### src/sv/spq_pkg.sv
// Shared types and constants for the sorted priority queue.
// Used by spq_ctrl, spq_datapath and sorted_priority_queue_core; no dependencies.
package spq_pkg;

  localparam int DEPTH   = 16;
  localparam int IDX_W   = $clog2(DEPTH);
  localparam int CNT_W   = $clog2(DEPTH + 1);
  localparam int VALUE_W = 32;
  localparam int PRIO_W  = 16;
  localparam int TOTAL_W = 5;
  localparam int STAT_W  = 2;

  localparam int S_DATA_W = 48;
  localparam int M_DATA_W = 72;
  localparam int S_USER_W = 1;
  localparam int M_USER_W = 2;

  localparam logic KIND_ENQ = 1'b0;
  localparam logic KIND_DEQ = 1'b1;

  localparam logic [STAT_W-1:0] STAT_DONE  = 2'd0;
  localparam logic [STAT_W-1:0] STAT_EMPTY = 2'd1;
  localparam logic [STAT_W-1:0] STAT_FULL  = 2'd2;

  typedef struct packed {
    logic capture;  // latch the incoming request
    logic execute;  // apply the latched request and load the result register
  } spq_cmd_t;

  typedef struct packed {
    logic out_valid;  // result register holds an untaken result
  } spq_stat_t;

endpackage

### src/sv/spq_ctrl.sv
// Sequencer for the sorted priority queue: take a request, then apply it.
// Depends on spq_pkg.
module spq_ctrl (
  input  logic              clk,
  input  logic              rst,
  input  logic              s_tvalid,
  output logic              s_tready,
  input  logic              m_tready,
  input  spq_pkg::spq_stat_t stat,
  output spq_pkg::spq_cmd_t  cmd
);
  import spq_pkg::*;

  localparam logic ST_IDLE = 1'b0;
  localparam logic ST_EXEC = 1'b1;

  logic state;
  logic state_next;
  logic slot_free;

  // the result register frees up either when empty or when taken this cycle
  assign slot_free = !stat.out_valid || m_tready;
  assign s_tready  = (state == ST_IDLE);

  always_comb begin
    state_next  = state;
    cmd.capture = 1'b0;
    cmd.execute = 1'b0;
    case (state)
      ST_IDLE: begin
        if (s_tvalid) begin
          cmd.capture = 1'b1;
          state_next  = ST_EXEC;
        end
      end
      ST_EXEC: begin
        if (slot_free) begin
          cmd.execute = 1'b1;
          state_next  = ST_IDLE;
        end
      end
      default: state_next = ST_IDLE;
    endcase
  end

  always_ff @(posedge clk) begin
    if (rst) begin
      state <= ST_IDLE;
    end else begin
      state <= state_next;
    end
  end

endmodule

### src/sv/spq_datapath.sv
// Slot array with parallel compare-and-shift, request latch and result register.
// Depends on spq_pkg; driven by commands from spq_ctrl.
module spq_datapath (
  input  logic                                clk,
  input  logic                                rst,
  input  spq_pkg::spq_cmd_t                   cmd,
  output spq_pkg::spq_stat_t                  stat,
  input  logic                                in_kind,
  input  logic signed [spq_pkg::VALUE_W-1:0]  in_value,
  input  logic signed [spq_pkg::PRIO_W-1:0]   in_prio,
  input  logic                                m_tready,
  output logic signed [spq_pkg::VALUE_W-1:0]  removed_value,
  output logic signed [spq_pkg::VALUE_W-1:0]  head_value,
  output logic        [spq_pkg::TOTAL_W-1:0]  entry_total,
  output logic        [spq_pkg::STAT_W-1:0]   status
);
  import spq_pkg::*;

  logic signed [VALUE_W-1:0] slot_val [DEPTH];
  logic signed [PRIO_W-1:0]  slot_pri [DEPTH];
  logic signed [VALUE_W-1:0] slot_val_next [DEPTH];
  logic signed [PRIO_W-1:0]  slot_pri_next [DEPTH];
  logic [CNT_W-1:0]          count;
  logic [CNT_W-1:0]          count_next;

  logic                      req_kind;
  logic signed [VALUE_W-1:0] req_value;
  logic signed [PRIO_W-1:0]  req_prio;

  logic                      out_valid;
  logic [DEPTH-1:0]          ins;
  logic                      head_tie;
  logic                      full;
  logic                      empty;
  logic                      do_enq;
  logic                      do_deq;
  logic [STAT_W-1:0]         status_next;

  assign full     = (count == CNT_W'(DEPTH));
  assign empty    = (count == '0);
  assign do_enq   = (req_kind == KIND_ENQ) && !full;
  assign do_deq   = (req_kind == KIND_DEQ) && !empty;
  assign head_tie = !empty && (req_prio >= slot_pri[0]);

  // ins marks slots that take a shifted entry or the new one; it runs from
  // the insertion point up to the first free slot
  always_comb begin
    for (int i = 0; i < DEPTH; i++) begin
      if (CNT_W'(i) < count) begin
        ins[i] = head_tie || (slot_pri[i] < req_prio);
      end else begin
        ins[i] = (CNT_W'(i) == count);
      end
    end
  end

  always_comb begin
    for (int i = 0; i < DEPTH; i++) begin
      slot_val_next[i] = slot_val[i];
      slot_pri_next[i] = slot_pri[i];
      if (do_enq && ins[i]) begin
        if (i > 0 && ins[(i > 0) ? i - 1 : 0]) begin
          slot_val_next[i] = slot_val[(i > 0) ? i - 1 : 0];
          slot_pri_next[i] = slot_pri[(i > 0) ? i - 1 : 0];
        end else begin
          slot_val_next[i] = req_value;
          slot_pri_next[i] = req_prio;
        end
      end else if (do_deq && i < DEPTH - 1) begin
        slot_val_next[i] = slot_val[(i < DEPTH - 1) ? i + 1 : i];
        slot_pri_next[i] = slot_pri[(i < DEPTH - 1) ? i + 1 : i];
      end
    end
  end

  always_comb begin
    count_next  = count;
    status_next = STAT_DONE;
    if (req_kind == KIND_ENQ) begin
      if (full) begin
        status_next = STAT_FULL;
      end else begin
        count_next = count + CNT_W'(1);
      end
    end else begin
      if (empty) begin
        status_next = STAT_EMPTY;
      end else begin
        count_next = count - CNT_W'(1);
      end
    end
  end

  // request latch
  always_ff @(posedge clk) begin
    if (cmd.capture) begin
      req_kind  <= in_kind;
      req_value <= in_value;
      req_prio  <= in_prio;
    end
  end

  // slot store holds no reset; only slots below count are ever used
  always_ff @(posedge clk) begin
    if (cmd.execute) begin
      for (int i = 0; i < DEPTH; i++) begin
        slot_val[i] <= slot_val_next[i];
        slot_pri[i] <= slot_pri_next[i];
      end
    end
  end

  always_ff @(posedge clk) begin
    if (rst) begin
      count     <= '0;
      out_valid <= 1'b0;
    end else begin
      if (cmd.execute) begin
        count     <= count_next;
        out_valid <= 1'b1;
      end else if (m_tready) begin
        out_valid <= 1'b0;
      end
    end
  end

  always_ff @(posedge clk) begin
    if (cmd.execute) begin
      removed_value <= do_deq ? slot_val[0] : '0;
      head_value    <= (count_next != '0) ? slot_val_next[0] : '0;
      entry_total   <= TOTAL_W'(count_next);
      status        <= status_next;
    end
  end

  assign stat.out_valid = out_valid;

  a_count_bound: assert property (@(posedge clk) disable iff (rst)
    count <= CNT_W'(DEPTH))
    else $error("entry count above depth");

  a_exec_loads: assert property (@(posedge clk) disable iff (rst)
    cmd.execute |=> out_valid)
    else $error("result register not loaded after execute");

  a_no_overwrite: assert property (@(posedge clk) disable iff (rst)
    cmd.execute |-> (!out_valid || m_tready))
    else $error("execute would overwrite an untaken result");

  a_full_holds: assert property (@(posedge clk) disable iff (rst)
    (cmd.execute && req_kind == KIND_ENQ && full) |=> (count == $past(count)))
    else $error("dropped enqueue changed the count");

endmodule

### src/sv/sorted_priority_queue_core.sv
// Sorted priority queue of spq_pkg::DEPTH entries: top level joining
// spq_ctrl and spq_datapath. Depends on spq_pkg.
//
// Each request (enqueue or dequeue) is first latched and then applied across
// all slots at once with a parallel compare-and-shift; a new request is
// accepted only once the previous one has been applied to the slots.
// The one result register lets the next request enter while a result waits;
// execution stalls only if that result is still not taken. Entries stay sorted
// by priority, highest at slot 0; a new entry whose priority equals or beats the
// head goes in front of it, otherwise it goes behind all equal priorities.
// Dequeue on empty reports status 1; enqueue when full is dropped with status 2.
module sorted_priority_queue_core (
  input  logic                              clk,
  input  logic                              rst,
  input  logic                              s_tvalid,
  output logic                              s_tready,
  // item_value[31:0], item_priority[47:32]
  input  logic [spq_pkg::S_DATA_W-1:0]      s_tdata,
  // kind[0]
  input  logic [spq_pkg::S_USER_W-1:0]      s_tuser,
  output logic                              m_tvalid,
  input  logic                              m_tready,
  // removed_value[31:0], head_value[63:32], entry_total[68:64], zero[71:69]
  output logic [spq_pkg::M_DATA_W-1:0]      m_tdata,
  // status[1:0]
  output logic [spq_pkg::M_USER_W-1:0]      m_tuser
);
  import spq_pkg::*;

  spq_cmd_t                  cmd;
  spq_stat_t                 stat;
  logic signed [VALUE_W-1:0] removed_value;
  logic signed [VALUE_W-1:0] head_value;
  logic [TOTAL_W-1:0]        entry_total;
  logic [STAT_W-1:0]         status;

  spq_ctrl u_ctrl (
    .clk      (clk),
    .rst      (rst),
    .s_tvalid (s_tvalid),
    .s_tready (s_tready),
    .m_tready (m_tready),
    .stat     (stat),
    .cmd      (cmd)
  );

  spq_datapath u_dp (
    .clk           (clk),
    .rst           (rst),
    .cmd           (cmd),
    .stat          (stat),
    .in_kind       (s_tuser[0]),
    .in_value      (s_tdata[VALUE_W-1:0]),
    .in_prio       (s_tdata[VALUE_W+PRIO_W-1:VALUE_W]),
    .m_tready      (m_tready),
    .removed_value (removed_value),
    .head_value    (head_value),
    .entry_total   (entry_total),
    .status        (status)
  );

  assign m_tvalid = stat.out_valid;
  assign m_tdata  = {(M_DATA_W - 2*VALUE_W - TOTAL_W)'(0), entry_total, head_value,
                     removed_value};
  assign m_tuser  = status;

endmodule

### config.mk
export PLATFORM = sky130hd
export DESIGN_NAME = sorted_priority_queue_core
export DESIGN_NICKNAME = d
export VERILOG_FILES = /design/src/sv/spq_pkg.sv /design/src/sv/spq_ctrl.sv /design/src/sv/spq_datapath.sv /design/src/sv/sorted_priority_queue_core.sv
export SDC_FILE = /design/constraint.sdc
export NUM_CORES = 2
export LEC_CHECK = 0
export BUFFER_PORTS_ARGS = -buffer_cell sky130_fd_sc_hd__buf_2
export CORE_UTILIZATION = 55
export DETAILED_ROUTE_END_ITERATION = 10
export GPL_ROUTABILITY_DRIVEN = 0
export PLACE_DENSITY = 0.83
export SLEW_MARGIN = 10
export SYNTH_ARGS = -nofsm -noshare
export SYNTH_HDL_FRONTEND = slang
export SYNTH_SLANG_ARGS = --single-unit
### constraint.sdc
create_clock -name clk -period 5.2 [get_ports clk]
set_input_delay 0.52 -clock clk [delete_from_list [all_inputs] [get_ports clk]]
set_output_delay 0.52 -clock clk [all_outputs]
set_load 0.005 [all_outputs]
==> flow_summary_export.csv <==
group,metric,value,unit
drt,vias_per_cell,6.75,
placed_design,dp_slack,0.602,ns
grt,grt_pass1_vias,35600,
power,sw_frac_of_total,0.297,
worst_setup_path,critPathSlowestCell,"edfxtp_1",
layout,fill_cells,6668,
sta,tns,0,ns
layout,n_antenna_cell,0,
power,internal_power,14.0,mW
sta,min_period,4.79,ns
power,p_switching,5.91,mW
clock_tree,clk_pin_slew,0.06,ns
synth,synth_seq_cells,895,
sta,max_slew.worst_pin.slew,1.27,ns
sta,skew,0.0355,ns
worst_setup_path,crit_family,"simple AND/OR/NAND/NOR gates",
layout,finalCoreUtilization,0.615,
grt,grt_pass1_wl,209000,um
synth,syn_area,50700,um2
power,ir_worst_vdd,267,uV
sta,rsz0062_at_grt,"false",
clock_tree,htreeDepth,3,
synth,ys_warn_count,0,
layout,drive_gt1_frac,0.193,
layout,register_area,26800,um2
hold_path,min_path_cells,1,
layout,multi_input_area,22400,um2
worst_setup_path,startpoint_type,"flip-flop",
power,p_leak,20.5,nW
drt,ant_nets,0,
clock_tree,clock-sinks,895,
run_status,status,"complete, no violations",
floorplanning,core-area,90700,um2
sta,whs,0.0206,ns
run,cap_viol_max_count,0,
floorplanning,io_pins,129,
clock_tree,clockBufferDepth,3,
worst_setup_path,max_stage_delay,0.73,ns
drt,wl,134000,um
worst_setup_path,worstPathArrival,5.17,ns
synth,synth_cell_types,82,
grt,track_usage,0.281,
synth,synth_ff_type,"edfxtp_1",
layout,final_nets,4706,
floorplanning,die_x,306,um
floorplanning,start_util,0.559,
drt,vias,38200,
drt,wl_per_cell,23.7,um
sta,hold_violations,0,
power,power_frac_seq,0.453,
worst_setup_path,crit_path_end_kind,"flip-flop",
clock_tree,cts_resized,0,
power,finalPower,19.9,mW
sta,fmax,209,MHz
drt,first_pass_iters,10,
synth,netlist_instances,4444,
sta,slew-limit-headroom,0.154,
sta,finalSetupViolations,0,
hold_path,worst_hold_path_type,"primary input to flip-flop",
worst_setup_path,worst-path-buf-inv,1,
layout,area_growth,9.96,%
sta,report.final.slew_viol_count,0,
clock_tree,cts_root_buf,"clkbuf_16",
synth,postSynthAreaPerCell,11.4,um2
floorplanning,placementRows,110,
worst_setup_path,cp_max_fo,32,
worst_setup_path,r2r_cells,10,
drt,drcViolationCount,0,
worst_setup_path,crit_required,5.58,ns
synth,synthArstFlopShare,0,
clock_tree,cts_inserted_buffers,92,
drt,dr.first_iter.drc_count,5588,
grt,grt_max_degree,115,
placed_design,numPortBuffers,125,
clock_tree,tritoncts,"yes",
power,combPwrFrac,0.215,
power,pwr_density_cell,357,nW/um2
grt,overflow,0,
worst_setup_path,crit_chain,"ha_1, nand2_1, nor4_2, a21bo_2, and4_1, o31ai_1, nand2_2, buf_12, mux2i_1, a31oi_1",
grt,grt_antenna_before_repair,1,
floorplanning,die-area,93400,um2
placed_design,dpl.hpwl,91500,um
synth,ys_seq_area_frac,0.529,
sta,fin_crit_sh,0.921,
worst_setup_path,cp_num_cells,10,
clock_tree,clk_latency,0.69,ns
floorplanning,die_y,306,um
synth,synth_edf_count,888,
sta,layout_setup_ws,0.409,ns
power,clockPowerShare,0.332,
worst_setup_path,path_class,"flip-flop to flip-flop",
## kinds of logic after synthesis
group                    Yosys count  share of synthesized area
flip-flops                       895                      0.529
multiplexers                     691                      0.148
other                              1                  0.0000740
XOR/XNOR                           4                   0.000691
adder cells (fa/ha/maj)          246                     0.0607
AND/OR/NAND/NOR                  978                     0.0857
AO/OA/AOI/OAI                   1188                      0.140
buffers and inverters            441                     0.0362
## flip-flops by register name, indices dropped and copies added (netlist names)
| signal | count |
|---|---|
| u_dp.count | 5 |
| u_dp.stat | 1 |
| u_dp.req_kind | 1 |
| u_dp.slot_val | 512 |
| u_dp.removed_value | 32 |
| u_dp.status | 2 |
| u_dp.head_value | 32 |
| u_dp.slot_pri | 256 |
| u_ctrl.state | 1 |
| u_dp.req_value | 32 |
| u_dp.req_prio | 16 |
| u_dp.entry_total | 5 |
## timing repair
action	4_1_cts	5_1_grt
hold buffers	14	0
endpoints found under the hold margin	14	0
setup buffers	0	0
## layout by cell type (no fill, tap or decap), types with 125 or more instances in the layout
master and instances:
mux2_2 415, buf_2 125, a31oi_1 312, ha_1 246, edfxtp_1 888, mux2i_1 244, nor2_1 378, nand2_1 240
nand3_1 202, o21ai_0 388, a21oi_1 253
## cell usage after synthesis, types with 8 or more instances
| cell type | count | area, um2 |
|---|---|---|
| mux2_4 | 8 | 120 |
| inv_1 | 44 | 165 |
| o211ai_1 | 10 | 75.1 |
| o31a_1 | 18 | 158 |
| a211oi_1 | 16 | 120 |
| a21oi_1 | 257 | 1290 |
| a31oi_1 | 313 | 1960 |
| o21ai_0 | 389 | 1950 |
| nor3_1 | 18 | 90.1 |
| nand2b_1 | 17 | 106 |
| a21o_1 | 21 | 158 |
| clkbuf_1 | 291 | 1090 |
| o21ai_1 | 15 | 75.1 |
| mux2_1 | 24 | 270 |
| nor2_1 | 387 | 1450 |
| a311oi_1 | 65 | 569 |
| buf_2 | 70 | 350 |
| buf_1 | 15 | 56.3 |
| edfxtp_1 | 888 | 26700 |
| nand2_1 | 241 | 905 |
| o21a_1 | 17 | 128 |
| mux2i_1 | 244 | 2440 |
| and3_1 | 37 | 231 |
| buf_4 | 15 | 113 |
| and4_1 | 8 | 70.1 |
| nand3_1 | 203 | 1020 |
| mux2_2 | 415 | 4670 |
| ha_1 | 246 | 3080 |
| nand4_1 | 25 | 156 |
## area by class of cell
class | instances | share of cell area
flip-flops and latches | 895 | 0.481
multi-input cells | 3110 | 0.402
clock buffers | 115 | 0.0430
repair buffers | 263 | 0.0347
well taps | 1176 | 0.0264
clock inverters | 53 | 0.0102
inverters | 45 | 0.00308
## worst register-to-register path, stage by stage, from the launching register on
cell and delay [ns]:
edfxtp_1 0.73, ha_1 0.45, nand2_1 0.11, nor4_2 0.52, a21bo_2 0.34, and4_1 0.43, o31ai_1 0.63, nand2_2 0.52
buf_12 0.37, mux2i_1 0.27, a31oi_1 0.14
## power by group through the flow
| stage | Clock, mW | Combinational (mW) | Sequential [mW] |
|---|---|---|---|
| 2_1_floorplan | 0 | 3.13 | 8.96 |
| 3_3_place_gp | 0 | 4.01 | 9.10 |
| 3_5_place_dp | 0 | 4.16 | 9.12 |
| 4_1_cts | 6.64 | 4.20 | 8.97 |
| 5_1_grt | 6.92 | 4.62 | 9.03 |
| 6_report | 6.60 | 4.28 | 9.00 |
## final timing paths
kind                            slack (ns)              endpoint               from
worst max-delay path                  0.41  u_dp.slot_val[0][45]  u_dp.req_prio[10]
worst min-delay path                  0.02     u_dp.req_prio[15]        s_tdata[47]
worst max register to register        0.41  u_dp.slot_val[0][45]  u_dp.req_prio[10]
worst min register to register        0.50             u_dp.stat          u_dp.stat
## through the flow
stage          instances  area, um2
2_1_floorplan       4446      50700
3_3_place_gp        5475      52600
3_5_place_dp        5475      52600
4_1_cts             5657      55700
5_1_grt             5657      55700
6_report            5657      55700
## per-layer routing
layer | global-route usage | wire (um) | up-vias
met2 | 0.430 | 59700 | 2532
met4 | 0.0931 | 3860 | 2
li1 | - | - | 17000
met5 | 0 | 16 | -
met1 | 0.401 | 55600 | 18400
met3 | 0.0544 | 15100 | 302
Note: power is estimated with default switching activity, not from simulation.
